**src/hw/rtl/morse_keyer_unit_macros.svh**
```systemverilog
// Assertion helpers shared by the keyer RTL.
`ifndef MORSE_KEYER_UNIT_MACROS_SVH
`define MORSE_KEYER_UNIT_MACROS_SVH

// Same-cycle implication, quiet during reset.
`define MK_ASSERT_IMPLY(label, clk, rst_n, a, b) \
  label: assert property (@(posedge clk) disable iff (!rst_n) (a) |-> (b)) \
    else $error("keyer check failed");

// Next-cycle implication, quiet during reset.
`define MK_ASSERT_NEXT(label, clk, rst_n, a, b) \
  label: assert property (@(posedge clk) disable iff (!rst_n) (a) |=> (b)) \
    else $error("keyer check failed");

`endif

```
**src/hw/rtl/mk_pkg.sv**
```systemverilog
`default_nettype none
package mk_pkg;

  localparam logic [7:0] SPACE_CODE = 8'h20;

  localparam logic [3:0] LEN_WORD = 4'hF;

  // segment kinds, controller to datapath
  localparam logic [2:0] SEG_LEAD = 3'd0;
  localparam logic [2:0] SEG_ELEM = 3'd1;
  localparam logic [2:0] SEG_EGAP = 3'd2;
  localparam logic [2:0] SEG_WORD = 3'd3;
  localparam logic [2:0] SEG_TAIL = 3'd4;

  localparam logic [2:0] UNITS_ONE   = 3'd1;
  localparam logic [2:0] UNITS_THREE = 3'd3;
  localparam logic [2:0] UNITS_SEVEN = 3'd7;

  localparam logic [10:0] DOT_MS_RESET = 11'd60;

  typedef struct packed {
    logic [7:0] char_code;
    logic       last_char;
  } in_item_t;

  typedef struct packed {
    logic        key_on;
    logic [2:0]  units;
    logic [13:0] duration_ms;
    logic        last_segment;
  } out_item_t;

  typedef struct packed {
    logic       load;
    logic       emit;
    logic [2:0] seg;
  } mk_cmd_t;

  typedef struct packed {
    logic lead;
    logic word;
    logic len_zero;
    logic tail;
    logic k_one;
    logic out_free;
  } mk_sts_t;

  // [15:12] length, [6:0] elements, MSB first from bit length-1, 1 = dash
  localparam logic [15:0] CODE_TABLE [256] = '{
    16'h0000,16'h0000,16'h0000,16'h0000,16'h0000,16'h0000,16'h0000,16'h0000,
    16'h0000,16'h601E,16'h0000,16'h0000,16'h0000,16'h0000,16'h0000,16'h0000,
    16'h0000,16'h0000,16'h0000,16'h0000,16'h0000,16'h0000,16'h0000,16'h0000,
    16'h0000,16'h0000,16'h0000,16'h0000,16'h0000,16'h0000,16'h0000,16'h0000,
    16'hF000,16'h6031,16'h6012,16'h0000,16'h7009,16'h0000,16'h5008,16'h601E,
    16'h5016,16'h602D,16'h0000,16'h500A,16'h6033,16'h6021,16'h6015,16'h5012,
    16'h501F,16'h500F,16'h5007,16'h5003,16'h5001,16'h5000,16'h5010,16'h5018,
    16'h501C,16'h501E,16'h6038,16'h602A,16'h0000,16'h5011,16'h0000,16'h600C,
    16'h601A,16'h2001,16'h4008,16'h400A,16'h3004,16'h1000,16'h4002,16'h3006,
    16'h4000,16'h2000,16'h4007,16'h3005,16'h4004,16'h2003,16'h2002,16'h3007,
    16'h4006,16'h400D,16'h3002,16'h3000,16'h1001,16'h3001,16'h4001,16'h3003,
    16'h4009,16'h400B,16'h400C,16'h0000,16'h0000,16'h0000,16'h0000,16'h600D,
    16'h0000,16'h2001,16'h4008,16'h400A,16'h3004,16'h1000,16'h4002,16'h3006,
    16'h4000,16'h2000,16'h4007,16'h3005,16'h4004,16'h2003,16'h2002,16'h3007,
    16'h4006,16'h400D,16'h3002,16'h3000,16'h1001,16'h3001,16'h4001,16'h3003,
    16'h4009,16'h400B,16'h400C,16'h0000,16'h0000,16'h0000,16'h0000,16'h0000,
    16'h0000,16'h0000,16'h0000,16'h0000,16'h0000,16'h0000,16'h0000,16'h0000,
    16'h0000,16'h0000,16'h3000,16'h0000,16'h3000,16'h1001,16'h400C,16'h400C,
    16'h0000,16'h0000,16'h0000,16'h0000,16'h0000,16'h0000,16'h0000,16'h0000,
    16'h0000,16'h0000,16'h3000,16'h0000,16'h3000,16'h1001,16'h400C,16'h400C,
    16'h0000,16'h0000,16'h0000,16'h4004,16'h0000,16'h2001,16'h0000,16'h0000,
    16'h0000,16'h0000,16'h3000,16'h0000,16'h0000,16'h0000,16'h0000,16'h400C,
    16'h0000,16'h0000,16'h0000,16'h4004,16'h0000,16'h0000,16'h0000,16'h0000,
    16'h0000,16'h2001,16'h3000,16'h0000,16'h4004,16'h0000,16'h4004,16'h400C,
    16'h3002,16'h2001,16'h2001,16'h2001,16'h2001,16'h4004,16'h400A,16'h400A,
    16'h400A,16'h1000,16'h1000,16'h1000,16'h1000,16'h2000,16'h2000,16'h3004,
    16'h3004,16'h2002,16'h2002,16'h3007,16'h3007,16'h3007,16'h3007,16'h0000,
    16'h3002,16'h3001,16'h3001,16'h3001,16'h3001,16'h400B,16'h1001,16'h0000,
    16'h3002,16'h2001,16'h2001,16'h2001,16'h2001,16'h4004,16'h400A,16'h400A,
    16'h400A,16'h1000,16'h1000,16'h1000,16'h1000,16'h2000,16'h2000,16'h3004,
    16'h3004,16'h2002,16'h2002,16'h3007,16'h3007,16'h3007,16'h3007,16'h0000,
    16'h3002,16'h3001,16'h3001,16'h3001,16'h3001,16'h400B,16'h1001,16'h0000
  };

endpackage
`default_nettype wire

```
**src/hw/rtl/mk_datapath.sv**
```systemverilog
`default_nettype none
module mk_datapath (
  input  wire logic              clk,
  input  wire logic              rst_n,
  input  wire logic              cfg_wr_en,
  input  wire logic [10:0]       cfg_wr_data,
  input  wire mk_pkg::in_item_t  in_data,
  input  wire mk_pkg::mk_cmd_t   cmd,
  output mk_pkg::mk_sts_t        sts,
  input  wire logic              out_ready,
  output logic                   out_valid,
  output mk_pkg::out_item_t      out_data
);
  import mk_pkg::*;

  logic [10:0] dot_ms_r, dot_ms_nxt;
  logic        gap_pending_r, gap_pending_nxt;
  logic        lead_r, lead_nxt;
  logic        word_r, word_nxt;
  logic        len_zero_r, len_zero_nxt;
  logic        tail_r, tail_nxt;
  logic [2:0]  k_r, k_nxt;
  logic [6:0]  bits_r, bits_nxt;
  logic        out_valid_r, out_valid_nxt;
  out_item_t   out_data_r, out_data_nxt;

  logic [15:0] entry;
  logic [3:0]  len;
  logic        is_space;
  logic        known;
  logic [2:0]  bit_idx;
  out_item_t   seg;
  logic [13:0] dot_x1;

  assign entry    = CODE_TABLE[in_data.char_code];
  assign len      = entry[15:12];
  assign is_space = (in_data.char_code == SPACE_CODE);
  assign known    = (len != 4'd0) && !is_space;
  assign bit_idx  = k_r - 3'd1;
  assign dot_x1   = {3'b000, dot_ms_r};

  // segment built from the current step
  always_comb begin
    seg = '0;
    unique case (cmd.seg)
      SEG_LEAD: begin
        seg.units        = UNITS_THREE;
        seg.last_segment = len_zero_r;
      end
      SEG_ELEM: begin
        seg.key_on       = 1'b1;
        seg.units        = bits_r[bit_idx] ? UNITS_THREE : UNITS_ONE;
        seg.last_segment = (k_r == 3'd1) && !tail_r;
      end
      SEG_EGAP: begin
        seg.units = UNITS_ONE;
      end
      SEG_WORD: begin
        seg.units        = UNITS_SEVEN;
        seg.last_segment = !tail_r;
      end
      SEG_TAIL: begin
        seg.units        = UNITS_THREE;
        seg.last_segment = 1'b1;
      end
      default: begin
        seg = '0;
      end
    endcase
    case (seg.units)
      UNITS_THREE: seg.duration_ms = (dot_x1 << 1) + dot_x1;
      UNITS_SEVEN: seg.duration_ms = (dot_x1 << 3) - dot_x1;
      default:     seg.duration_ms = dot_x1;
    endcase
  end

  always_comb begin
    dot_ms_nxt      = cfg_wr_en ? cfg_wr_data : dot_ms_r;
    gap_pending_nxt = gap_pending_r;
    lead_nxt        = lead_r;
    word_nxt        = word_r;
    len_zero_nxt    = len_zero_r;
    tail_nxt        = tail_r;
    k_nxt           = k_r;
    bits_nxt        = bits_r;
    if (cmd.load) begin
      // owed gap is settled here; a space swallows it
      lead_nxt        = gap_pending_r && !is_space;
      word_nxt        = (len == LEN_WORD);
      len_zero_nxt    = (len == 4'd0);
      tail_nxt        = known && in_data.last_char;
      gap_pending_nxt = known && !in_data.last_char;
      k_nxt           = len[2:0];
      bits_nxt        = entry[6:0];
    end else if (cmd.emit && cmd.seg == SEG_EGAP) begin
      k_nxt = k_r - 3'd1;
    end
    out_data_nxt  = cmd.emit ? seg : out_data_r;
    out_valid_nxt = cmd.emit ? 1'b1 : (out_ready ? 1'b0 : out_valid_r);
  end

  always_ff @(posedge clk) begin
    if (!rst_n) begin
      dot_ms_r      <= DOT_MS_RESET;
      gap_pending_r <= 1'b0;
      out_valid_r   <= 1'b0;
    end else begin
      dot_ms_r      <= dot_ms_nxt;
      gap_pending_r <= gap_pending_nxt;
      out_valid_r   <= out_valid_nxt;
    end
  end

  always_ff @(posedge clk) begin
    lead_r     <= lead_nxt;
    word_r     <= word_nxt;
    len_zero_r <= len_zero_nxt;
    tail_r     <= tail_nxt;
    k_r        <= k_nxt;
    bits_r     <= bits_nxt;
    out_data_r <= out_data_nxt;
  end

  assign sts.lead     = lead_r;
  assign sts.word     = word_r;
  assign sts.len_zero = len_zero_r;
  assign sts.tail     = tail_r;
  assign sts.k_one    = (k_r == 3'd1);
  assign sts.out_free = !out_valid_r || out_ready;

  assign out_valid = out_valid_r;
  assign out_data  = out_data_r;

`include "morse_keyer_unit_macros.svh"

  `MK_ASSERT_IMPLY(a_elem_k_live, clk, rst_n, (cmd.emit && cmd.seg == SEG_ELEM), (k_r != 3'd0))
  `MK_ASSERT_IMPLY(a_tail_no_owed, clk, rst_n, (cmd.emit && cmd.seg == SEG_TAIL), (!gap_pending_r))
  `MK_ASSERT_NEXT(a_last_clears_owed, clk, rst_n, (cmd.load && in_data.last_char), (!gap_pending_r))

endmodule
`default_nettype wire

```
**src/hw/rtl/mk_ctrl.sv**
```systemverilog
`default_nettype none
module mk_ctrl (
  input  wire logic            clk,
  input  wire logic            rst_n,
  input  wire logic            in_valid,
  output logic                 in_ready,
  input  wire mk_pkg::mk_sts_t sts,
  output mk_pkg::mk_cmd_t      cmd
);
  import mk_pkg::*;

  localparam logic [2:0] S_IDLE  = 3'd0;
  localparam logic [2:0] S_START = 3'd1;
  localparam logic [2:0] S_LEAD  = 3'd2;
  localparam logic [2:0] S_ELEM  = 3'd3;
  localparam logic [2:0] S_EGAP  = 3'd4;
  localparam logic [2:0] S_WORD  = 3'd5;
  localparam logic [2:0] S_TAIL  = 3'd6;

  logic [2:0] state_r, state_nxt;
  logic [2:0] after_lead;
  logic [2:0] after_body;

  assign after_lead = sts.word ? S_WORD : (sts.len_zero ? S_IDLE : S_ELEM);
  assign after_body = sts.tail ? S_TAIL : S_IDLE;

  always_comb begin
    state_nxt = state_r;
    cmd       = '0;
    unique case (state_r)
      S_IDLE: begin
        cmd.load = in_valid;
        if (in_valid) state_nxt = S_START;
      end
      S_START: begin
        state_nxt = sts.lead ? S_LEAD : after_lead;
      end
      S_LEAD: begin
        cmd.seg  = SEG_LEAD;
        cmd.emit = sts.out_free;
        if (sts.out_free) state_nxt = after_lead;
      end
      S_ELEM: begin
        cmd.seg  = SEG_ELEM;
        cmd.emit = sts.out_free;
        if (sts.out_free) state_nxt = sts.k_one ? after_body : S_EGAP;
      end
      S_EGAP: begin
        cmd.seg  = SEG_EGAP;
        cmd.emit = sts.out_free;
        if (sts.out_free) state_nxt = S_ELEM;
      end
      S_WORD: begin
        cmd.seg  = SEG_WORD;
        cmd.emit = sts.out_free;
        if (sts.out_free) state_nxt = after_body;
      end
      S_TAIL: begin
        cmd.seg  = SEG_TAIL;
        cmd.emit = sts.out_free;
        if (sts.out_free) state_nxt = S_IDLE;
      end
      default: begin
        state_nxt = S_IDLE;
      end
    endcase
  end

  always_ff @(posedge clk) begin
    if (!rst_n) begin
      state_r <= S_IDLE;
    end else begin
      state_r <= state_nxt;
    end
  end

  assign in_ready = (state_r == S_IDLE);

`include "morse_keyer_unit_macros.svh"

  `MK_ASSERT_IMPLY(a_emit_has_room, clk, rst_n, (cmd.emit), (sts.out_free))

endmodule
`default_nettype wire

```
**src/hw/rtl/morse_keyer_unit.sv**
```systemverilog
// Channel  Ports                            Moves
// input    in_valid/in_ready, in_data       one character and its last flag
// result   out_valid/out_ready, out_data    one key segment
// config   cfg_wr_en, cfg_wr_data           dot length in ms, no wait
//
// A character is accepted in S_IDLE, decoded in S_START, then sent as one
// segment per cycle (up to 15) while the result channel has room.
// Reset (synchronous, rst_n low) clears the sequencer, the owed gap and the
// output valid flag, and loads a dot length of 60 ms.
// A stalled result holds the sequencer in place; the next character is taken
// while the last segment of the previous one still waits for its transfer.
`default_nettype none
module morse_keyer_unit (
  input  wire logic              clk,
  input  wire logic              rst_n,
  input  wire logic              cfg_wr_en,
  input  wire logic [10:0]       cfg_wr_data,
  input  wire logic              in_valid,
  output logic                   in_ready,
  input  wire mk_pkg::in_item_t  in_data,
  output logic                   out_valid,
  input  wire logic              out_ready,
  output mk_pkg::out_item_t      out_data
);
  import mk_pkg::*;

  mk_cmd_t cmd;
  mk_sts_t sts;

  mk_ctrl u_ctrl (
    .clk      (clk),
    .rst_n    (rst_n),
    .in_valid (in_valid),
    .in_ready (in_ready),
    .sts      (sts),
    .cmd      (cmd)
  );

  mk_datapath u_datapath (
    .clk         (clk),
    .rst_n       (rst_n),
    .cfg_wr_en   (cfg_wr_en),
    .cfg_wr_data (cfg_wr_data),
    .in_data     (in_data),
    .cmd         (cmd),
    .sts         (sts),
    .out_ready   (out_ready),
    .out_valid   (out_valid),
    .out_data    (out_data)
  );

endmodule
`default_nettype wire
```
**config.mk**
```make
export PLATFORM = sky130hd
export DESIGN_NAME = morse_keyer_unit
export DESIGN_NICKNAME = d
export VERILOG_FILES = /design/src/hw/rtl/mk_pkg.sv /design/src/hw/rtl/mk_datapath.sv /design/src/hw/rtl/mk_ctrl.sv /design/src/hw/rtl/morse_keyer_unit.sv
export VERILOG_INCLUDE_DIRS = /design/src /design/src/hw/rtl
export SDC_FILE = /design/constraint.sdc
export NUM_CORES = 1
export LEC_CHECK = 0
export BUFFER_PORTS_ARGS = -buffer_cell sky130_fd_sc_hd__buf_2
export CELL_PAD_IN_SITES_DETAIL_PLACEMENT = 0
export CELL_PAD_IN_SITES_GLOBAL_PLACEMENT = 1
export CORE_MARGIN = 8
export CORE_UTILIZATION = 49
export DETAILED_ROUTE_END_ITERATION = 10
export PLACE_DENSITY = 0.94
export SETUP_SLACK_MARGIN = 0.2
export SYNTH_ARGS = -nofsm -noshare
export SYNTH_HDL_FRONTEND = slang
export SYNTH_HIERARCHICAL = 1
export SYNTH_SLANG_ARGS = --single-unit
```
**constraint.sdc**
```tcl
create_clock -name clk -period 4.7 [get_ports clk]
set_clock_uncertainty 0.2 [all_clocks]
set_input_delay 0.47 -clock clk [delete_from_list [all_inputs] [get_ports clk]]
set_output_delay 0.47 -clock clk [all_outputs]
set_load 0.03 [all_outputs]
```
---- After elaboration in Yosys (flattened, before gate mapping) ----
Memory sizes are Yosys's and may differ from the RTL's.
Index checks and enable logic that the tools add are counted.
W data, S select, Z words.
cells by class
  $add $sub $neg .......................... 3
  order comparisons ....................... 2
  equal/unequal tests ..................... 21
  muxes and demuxes ....................... 27
  bitwise gates (word level) .............. 1
  reductions and logical operators ........ 19
operator list
  operator              count
  $mux W3               12
  $mux W16              2
  $pmux W14 S2          1
  $pmux W3 S7           1
  $pmux W4 S5           1
  $eq A3 B2 Y1 const B  5
  $eq A3 B3 Y1 const B  5
  $sub A14 B11 Y14      1
  $add A12 B11 Y13      1
  $pmux W3 S4           1
  $ne A2 B1 Y1 const B  5
  $eq A3 B1 Y1 const B  3
  $ge A9 B9 Y1 const B  1
  $not A8 Y9            1
  $eq A8 B6 Y1 const B  1
  $logic_and A1 B1 Y1   6
  $logic_not A3 Y1      2
  $reduce_and A6 Y1     1
  $mux W1               5
  $eq A4 B4 Y1 const B  1
  $logic_not A1 Y1      4
  $logic_not A4 Y1      1
  $lt A3 B4 Y1 const B  1
  $mux W2               2
  other kinds (8)       9
storage, ports and cells
  flip-flop bits (word level) ............. 49
  memory bits (read-only) ................. 4096
  bits of input ports ..................... 25
  output and inout bits ................... 21
  logic and storage cells ................. 88
  memories ................................ 1
memory list
  name             words  width  rd ports  clocked after memory_dff  wr ports  line               RTL
  (no name shown)  256    16     1         0                         0         mk_datapath.sv:35  assign entry = CODE_TABLE[in_data.char_code];

---- Longest topological paths before layout ----
Gate-level depths: netlist of run 1.
  depth after elaboration ................. 8
  mapped depth ............................ 11
  gate-level depth less buffers ........... 10

---- Cells and area by module ----
The synthesis of run 1 kept the hierarchy.
modules (own cells, without submodules)
  module       instances  cells an instance  area an instance (um2)  sequential area each (um2)
  mk_datapath  1          519                4315.4                  1221.2
  mk_ctrl      1          48                 355.3                   60.1

---- Worst setup path before layout of run 1 ----
OpenSTA, ideal clock, no wires.
  path type ............................... input-to-reg
  start point ............................. in out_ready
  end point ............................... reg u_datapath.k_r[0], enable pin
  library setup time ...................... 0.300 ns
  arrival ................................. 2.155 ns
  data required time ...................... 4.200 ns
  setup slack ............................. 2.045 ns
  stages .................................. 4
  path buffers ............................ 0
  path through ............................ nand2b_1 o21ai_0 a31oi_1 a31o_2
RTL lines
  what                  line                    RTL
  from (decl)           morse_keyer_unit.sv:22  input wire logic out_ready,
  to (signal assigned)  mk_datapath.sv:119      k_r <= k_nxt;
  to (decl)             mk_datapath.sv:22       logic [2:0] k_r, k_nxt;

---- Worst setup path after layout of run 1 ----
  start point ............................. in in_data[2] (netlist bit)
  end point ............................... reg u_datapath.tail_r, data pin
on the way
  word-level cells in the longest chain between the ends .. 7
  elaborated cells between the ends (all ways) .. 9
  classes of those cells .................. 1 x eq/ne; 2 x mux; 1 x bitwise; 4 x reduce/logical; 1 x memory
ends and longest elaborated chain
  what                                         line                    RTL
  from (decl)                                  morse_keyer_unit.sv:20  input wire mk_pkg::in_item_t in_data,
  $not A8 Y9 (implied by the code)             mk_datapath.sv:35
  $mem_v2 Z256 W16                             n/a
  $mux W16 (implied by the code) (2 in a row)  mk_datapath.sv:35
  $reduce_bool A4 Y1                           mk_datapath.sv:38       assign known = (len != 4'd0) && !is_space;
  $logic_and A1 B1 Y1 (*)                      mk_datapath.sv:38
  $logic_and A1 B1 Y1 (*)                      mk_datapath.sv:91       tail_nxt = known && in_data.last_char;
  to (signal assigned)                         mk_datapath.sv:118      tail_r <= tail_nxt;
  to (decl)                                    mk_datapath.sv:21       logic tail_r, tail_nxt;
Every way passes the cells marked *; elsewhere a longest branch is shown, timed or not. The select of a mux whose other input is x is not followed.
A chain may end at the register's enable or synchronous reset.

==> results of run 1 <==
==> power breakdown <==
part / switching, mW / internal [mW] / leakage [nW] / total, mW
combinational: 0.332 / 0.205 / 1.48 / 0.537
clock: 0.133 / 0.174 / 0.0614 / 0.307
sequential: 0.0384 / 0.520 / 0.427 / 0.559
total: 0.503 / 0.900 / 1.97 / 1.40
==> worst paths after layout <==
kind                               to  depth (start not counted)                startpoint
min            u_datapath/dot_ms_r[5]                          3            cfg_wr_data[5]
max                 u_datapath/tail_r                          9                in_data[2]
min reg2reg  u_datapath/gap_pending_r                          2  u_datapath/gap_pending_r
max reg2reg   u_datapath/out_data[12]                         10    u_datapath/dot_ms_r[0]
==> cell usage in the layout, fill, tap and decap left out, types with 5 or more instances in the layout <==
cell      netlist  routed
nand2_1        51      51
nor3_1         14      14
nand2b_1       13      13
a31oi_1        11      10
buf_2          11      45
o211ai_1        6       6
clkbuf_8        0       6
xnor2_1        11      11
o21a_1          6       6
xor2_1          6       6
dfxtp_1        16      16
a21oi_1        44      44
o221ai_1        6       6
a221oi_1        5       5
nand3_1         9       9
ha_1           38      38
o31ai_1         5       5
a211oi_1        9       9
nor2b_1        20      20
mux2i_1        13      13
o32ai_1         8       8
o21ai_0        39      39
nor2_1         43      43
inv_1          27      27
edfxtp_1       32      32
==> layer usage <==
metal / track usage / up-vias / wire length [um]
met5: 0 / - / 0
met4: 0.0853 / 0 / 531
met3: 0.0259 / 47 / 1030
met2: 0.316 / 264 / 5870
met1: 0.237 / 2033 / 5310
li1: - / 2134 / -
==> cell type report <==
cell class	instances	area share
inverters	32	0.0241
multi-input cells	448	0.613
well taps	129	0.0324
repair buffers	48	0.0497
flip-flops and latches	48	0.257
clock inverters	2	0.00778
clock buffers	6	0.0166
==> state kept, by name, indices dropped and copies added (netlist names) <==
signal and flops:
u_datapath/dot_ms_r 11, u_datapath/bits_r 6, u_datapath/out_data 19, u_datapath/word_r 1, u_datapath/gap_pending_r 1, u_ctrl/state_r 3
u_datapath/len_zero_r 1, u_datapath/out_valid 1, u_datapath/k_r 3, u_datapath/tail_r 1, u_datapath/lead_r 1
==> critical path, stage by stage <==
cell and delay, ns:
buf_2 0.20, inv_2 0.17, ha_1 0.46, mux2i_1 0.16, a2111oi_2 0.40, a2111oi_1 0.10
nor4_1 0.54, nor3b_2 0.33, nor2_1 0.08
==> cell families (layout without fill, tap and decap cells) <==
kind of cell	count (synthesis)	count (layout)
and+or+nand+nor	186	186
buffers and inverters	71	88
adders and majority gates	39	39
xor gates and xnor gates	17	17
muxes	16	16
AOI/OAI and AO/OA	190	190
DFF	48	48
==> metrics by stage <==
stage	total power, mW	hold WS (ns)
5_1_grt	1.48	0.202
2_1_floorplan	0.983	0.251
3_3_place_gp	1.09	0.267
4_1_cts	1.40	0.175
3_5_place_dp	1.10	0.278
6_report	1.40	0.179
==> metrics.yaml, run 1 <==
status:
  status: "complete, no violations"
route:
  wirelength_um: 12700
  vias_per_cell: 6.28
  wire_per_inst_um: 17.9
  antenna_left: 0
  drt_iter0_drc: 440
  num_vias: 4478
  drt-pass1-iter-count: 6
  drcViolationCount: 0
placed_design:
  placed_cells: 705
  place_ws_ns: 1.38
  dp_hpwl_um: 9330
  routabilityCongestion: 1.01
  io_buffers: 45
  dpl-instance-area_um2: 4870
finish:
  drive_gt1_frac: 0.139
  insertedDiodeCount: 0
  register_area_um2: 1280
  nets: 647
  fill_cells: 890
  final_util: 0.540
  design_area_um2: 4990
  area_growth_pct: 6.78
  layout.cells.non_filler: 713
  multi_input_area_um2: 3060
power_and_ir_drop:
  total_leakage_power_nw: 1.97
  p_per_area_nw_per_um2: 281
  irDropWorstVdd_mv: 0.130
synth:
  syn_area_um2: 4670
  synth_edf_count: 32
  ys_top_cells_by_area: "edfxtp_1 21%, ha_1 10%, dfxtp_1 6.9%"
  netlist_top_cells_count: "51 x nand2_1, 44 x a21oi_1, 43 x nor2_1"
  synth.avg_cell_area_um2: 8.24
  yosys.area_share.adder: 0.106
  netlist_instances: 567
  synthXorXnorAreaFrac: 0.0319
  seq_area_frac_synth: 0.274
  ys_ff_latch: 48
  synth_flop_cell: "edfxtp_1"
  synthMuxAreaShare: 0.0375
  synthArstFlopShare: 0
  ys_types: 77
  synth_warnings: 6
  yosysTopAreaCellShare: 0.206
  synth_top_family_by_area: "compound AO/OA/AOI/OAI gates"
  synth_nets: 631
  synth-simple-area-share: 0.201
  synth_compound_area_frac: 0.276
  yosysTopAreaCell: "edfxtp_1"
  synth_most_common_cell: "nand2_1"
sta:
  fin_setup_tns_ns: 0
  fmaxAchievable_mhz: 327
  setup_viol: 0
  period_share: 0.650
  slew_violations: 0
  relSlewSlack: 0.256
  hold_viol: 0
  setup_ws_ns: 1.64
  worst_pin_slew_ns: 1.11
  fin_crit_ns: 3.06
  rsz0062_at_grt: "false"
floorplanning:
  core_area_um2: 9240
  fp.dieH_um: 114
  ios: 46
  die-area_um2: 12900
  start_util: 0.505
  rows: 35
  dieWidth_um: 114
clock_tree:
  cts_buffers: 5
  clock_latency_ns: 0.30
  post-cts-setup-buffer-count: 0
  clock-sinks: 48
  root_buffer: "clkbuf_8"
  cts_tree: "yes"
  clock_path_buffers: 2
  clk_pin_slew_ns: 0.09
  postCtsHoldBufs: 0
  h-tree-depth: 2
  post_cts_resized: 0
worst_setup_path:
  crit_required_ns: 4.55
  end_kind: "register"
  arrival_ns: 2.91
  cp-start-kind: "input pin"
  r2r_slack_ns: 1.80
  worstPathMaxFanout: 14
  crit_type: "input pin to register"
global_route:
  grt_overflow: 0
  antenna_found_initial: 0
  grt_max_degree: 56
  grt_pass1_vias: 3975
  grt_use_total: 0.189
  grt_pass1_wl_um: 20100
hold_path:
  hold_path_class: "input pin to register"
run:
  cap_violations: 0
Note: power is estimated with default switching activity, not from simulation.
==> inputs of run 2 (changes only) <==
--- a/config.mk
+++ b/config.mk
@@ -10,9 +10,9 @@
 export CELL_PAD_IN_SITES_DETAIL_PLACEMENT = 0
 export CELL_PAD_IN_SITES_GLOBAL_PLACEMENT = 1
 export CORE_MARGIN = 8
-export CORE_UTILIZATION = 49
+export CORE_UTILIZATION = 46
 export DETAILED_ROUTE_END_ITERATION = 10
-export PLACE_DENSITY = 0.94
+export PLACE_DENSITY = 0.89
 export SETUP_SLACK_MARGIN = 0.2
 export SYNTH_ARGS = -nofsm -noshare
 export SYNTH_HDL_FRONTEND = slang
==> constraint.sdc (replaced) <==
create_clock -name clk -period 3 [get_ports clk]
set_clock_uncertainty 0.2 [all_clocks]
set_input_delay 0.3 -clock clk [delete_from_list [all_inputs] [get_ports clk]]
set_output_delay 0.3 -clock clk [all_outputs]
set_load 0.03 [all_outputs]
==> metrics.yaml, run 2 (same netlist as run 1, synthesis figures left out) <==
sta:
  worst_pin_slew_ns: 0.792  # was 1.11 ns
  slew_violations: 0  # unchanged
  rsz0062_at_grt: "true"  # was false
  fin_setup_tns_ns: 0  # unchanged
  fin_crit_ns: 2.68
  relSlewSlack: 0.458  # was 0.256
  setup_ws_ns: 0.324  # was 1.64 ns
  setup_viol: 0  # unchanged
  whs_ns: 0.0277  # was 0.179 ns
  fmaxAchievable_mhz: 374
  hold_viol: 0  # unchanged
  period_share: 0.892
clock_tree:
  clock_latency_ns: 0.30  # about the same
  cts_tree: "yes"  # unchanged
  cts_buffers: 5  # unchanged
  root_buffer: "clkbuf_8"  # unchanged
  clk_pin_slew_ns: 0.09  # about the same
  clock_path_buffers: 2  # unchanged
  h-tree-depth: 2  # unchanged
  clock-sinks: 48  # unchanged
global_route:
  grt_pass1_vias: 4306  # was 3975
  antenna_found_initial: 0  # unchanged
  grt_pass1_wl_um: 22000  # was 20100 um
  grt_use_total: 0.204  # was 0.189
  grt_max_degree: 22  # was 56
  grt_overflow: 0  # unchanged
floorplanning:
  rows: 36  # was 35
  fp.dieH_um: 117  # was 114 um
  die-area_um2: 13600  # was 12900 um2
  core_area_um2: 9820  # was 9240 um2
  dieWidth_um: 117  # was 114 um
  ios: 46  # unchanged
  start_util: 0.476  # was 0.505
hold_path:
  hold_path_class: "input pin to register"  # unchanged
worst_setup_path:
  arrival_ns: 2.53  # was 2.91 ns
  crit_required_ns: 2.85  # was 4.55 ns
  slowest_delay_ns: 0.54  # about the same
  cp_num_cells: 9  # unchanged
  crit_type: "register to register"  # was input pin to register
  critPathLaunch: "u_datapath/dot_ms_r[7]"  # was in_data[2]
  crit_end: "u_datapath/out_data[12]"  # was u_datapath/tail_r
  worstPathMaxFanout: 6  # was 14
  r2r_slack_ns: 0.32  # was 1.80 ns
  path_delay_family: "flip-flops"  # was simple AND/OR/NAND/NOR gates
  rr_startpoint: "u_datapath/dot_ms_r[7]"  # was u_datapath/dot_ms_r[0]
  worst-r2r-cell-count: 9  # was 10
  cp_slowest_cell: "dfxtp_1"  # was nor4_1
  cp-start-kind: "register"  # was input pin
  worstReg2RegEnd: "u_datapath/out_data[12]"  # unchanged
  end_kind: "register"  # unchanged
  path_buf_inv: 1  # was 2
  crit_chain: "inv_1 -> ha_1 -> and3_1 -> o21ai_0 -> a21boi_0 -> nor4_1 -> nor3_1 -> xnor2_1 -> o32ai_1"  # was buf_2 -> inv_2 -> ha_1 -> mux2i_1 -> a2111oi_2 -> a2111oi_1 -> nor4_1 -> nor3b_2 -> nor2_1
finish:
  drive_gt1_frac: 0.195  # was 0.139
  most-common-layout-cells: "51 x nand2_1, 45 x buf_2, 43 x nor2_1, 43 x a21oi_1, 39 x o21ai_0"  # was 51 x nand2_1, 45 x buf_2, 44 x a21oi_1
  design_area_um2: 5290  # was 4990 um2
  insertedDiodeCount: 0  # unchanged
  nets: 682  # was 647
  area_growth_pct: 13.3  # was 6.78%
  largest_reg_flops: 19  # unchanged
  final_util: 0.539  # was 0.540
  final_common_cell: "nand2_1"  # unchanged
route:
  wirelength_um: 14000  # was 12700 um
  wire_per_inst_um: 18.7  # was 17.9 um
  num_vias: 4627  # was 4478
  drt_iter0_drc: 640  # was 440
  drt-pass1-iter-count: 6  # unchanged
  antenna_left: 0  # unchanged
  vias_per_cell: 6.15  # was 6.28
  drcViolationCount: 0  # unchanged
placed_design:
  io_buffers: 45  # unchanged
  dpl-instance-area_um2: 5090  # was 4870 um2
  dp_hpwl_um: 10400  # was 9330 um
  place_ws_ns: 0.140  # was 1.38 ns
  routabilityCongestion: 0.968  # was 1.01
power_and_ir_drop:
  irDropWorstVdd_mv: 0.259  # was 0.130 mV
  p_per_area_nw_per_um2: 429  # was 281 nW/um2
  total_leakage_power_nw: 2.14  # was 1.97 nW
status:
  status: "complete, no violations"  # unchanged
run:
  cap_violations: 0  # unchanged
[run 2: cell count changes in the layout (fill, tap and decap cells not counted), sizes merged]
cell / before / now
inv: 30 / 32
dlygate4sd3: 0 / 2
bufinv: 1 / 0
clkinv: 3 / 2
buf: 48 / 80
a21oi: 45 / 46
[run 2: routing by layer]
| layer | share of wire | vias up | wire, um | global-route usage |
|---|---|---|---|---|
| met2 | 0.44 | 250 | 6200 | 0.314 |
| met4 | 0.030 | 0 | 415 | 0.0785 |
| li1 | - | 2193 | - | - |
| met5 | 0 | - | 0 | 0 |
| met1 | 0.43 | 2148 | 5990 | 0.269 |
| met3 | 0.10 | 36 | 1430 | 0.0512 |
[run 2: worst min path at each step]
stage / startpoint / to / cells after the start
floorplan: rst_n / u_datapath/dot_ms_r[0] / 1
global placement: u_datapath/gap_pending_r / u_datapath/gap_pending_r / 2
detailed placement: u_datapath/gap_pending_r / u_datapath/gap_pending_r / 2
CTS: cfg_wr_data[3] / u_datapath/dot_ms_r[3] / 3
global route: cfg_wr_data[5] / u_datapath/dot_ms_r[5] / 3
finish: cfg_wr_data[3] / u_datapath/dot_ms_r[3] / 3
[run 2: repair_timing]
action,in CTS,in global routing
pin swaps,0,5
hold buffers,2,0
gates resized for setup,2,8
setup buffers,0,3
endpoints found under the setup margin,1,12
endpoints found under the hold margin,2,0
cloned,0,1
[run 2: per-stage QoR]
| step | power (mW) | cells |
|---|---|---|
| 2_1_floorplan | 1.54 | 567 |
| 3_3_place_gp | 1.75 | 738 |
| 3_5_place_dp | 1.77 | 738 |
| 4_1_cts | 2.22 | 748 |
| 5_1_grt | 2.40 | 752 |
| 6_report | 2.27 | 752 |
[run 2: worst reg2reg max path, stage by stage, from the launching register on]
cell and delay (ns):
dfxtp_1 0.54, inv_1 0.09, ha_1 0.34, and3_1 0.20, o21ai_0 0.10, a21boi_0 0.33, nor4_1 0.09, nor3_1 0.25
xnor2_1 0.17, o32ai_1 0.11
[run 2: layout make-up]
type | instances | area, um2
Multi-Input combinational cell | 449 | 3100
Inverter | 32 | 120
Sequential cell | 48 | 1290
Timing Repair Buffer | 82 | 508
Clock buffer | 6 | 93.8
Clock inverter | 2 | 15.0
Fill cell | 970 | 4530
Tap cell | 133 | 166
[run 2: where the power goes]
part           switching, mW  internal, mW  total [mW]
clock                  0.224         0.218       0.443
sequential            0.0431         0.813       0.857
combinational          0.584         0.385       0.969
total                  0.851          1.42        2.27
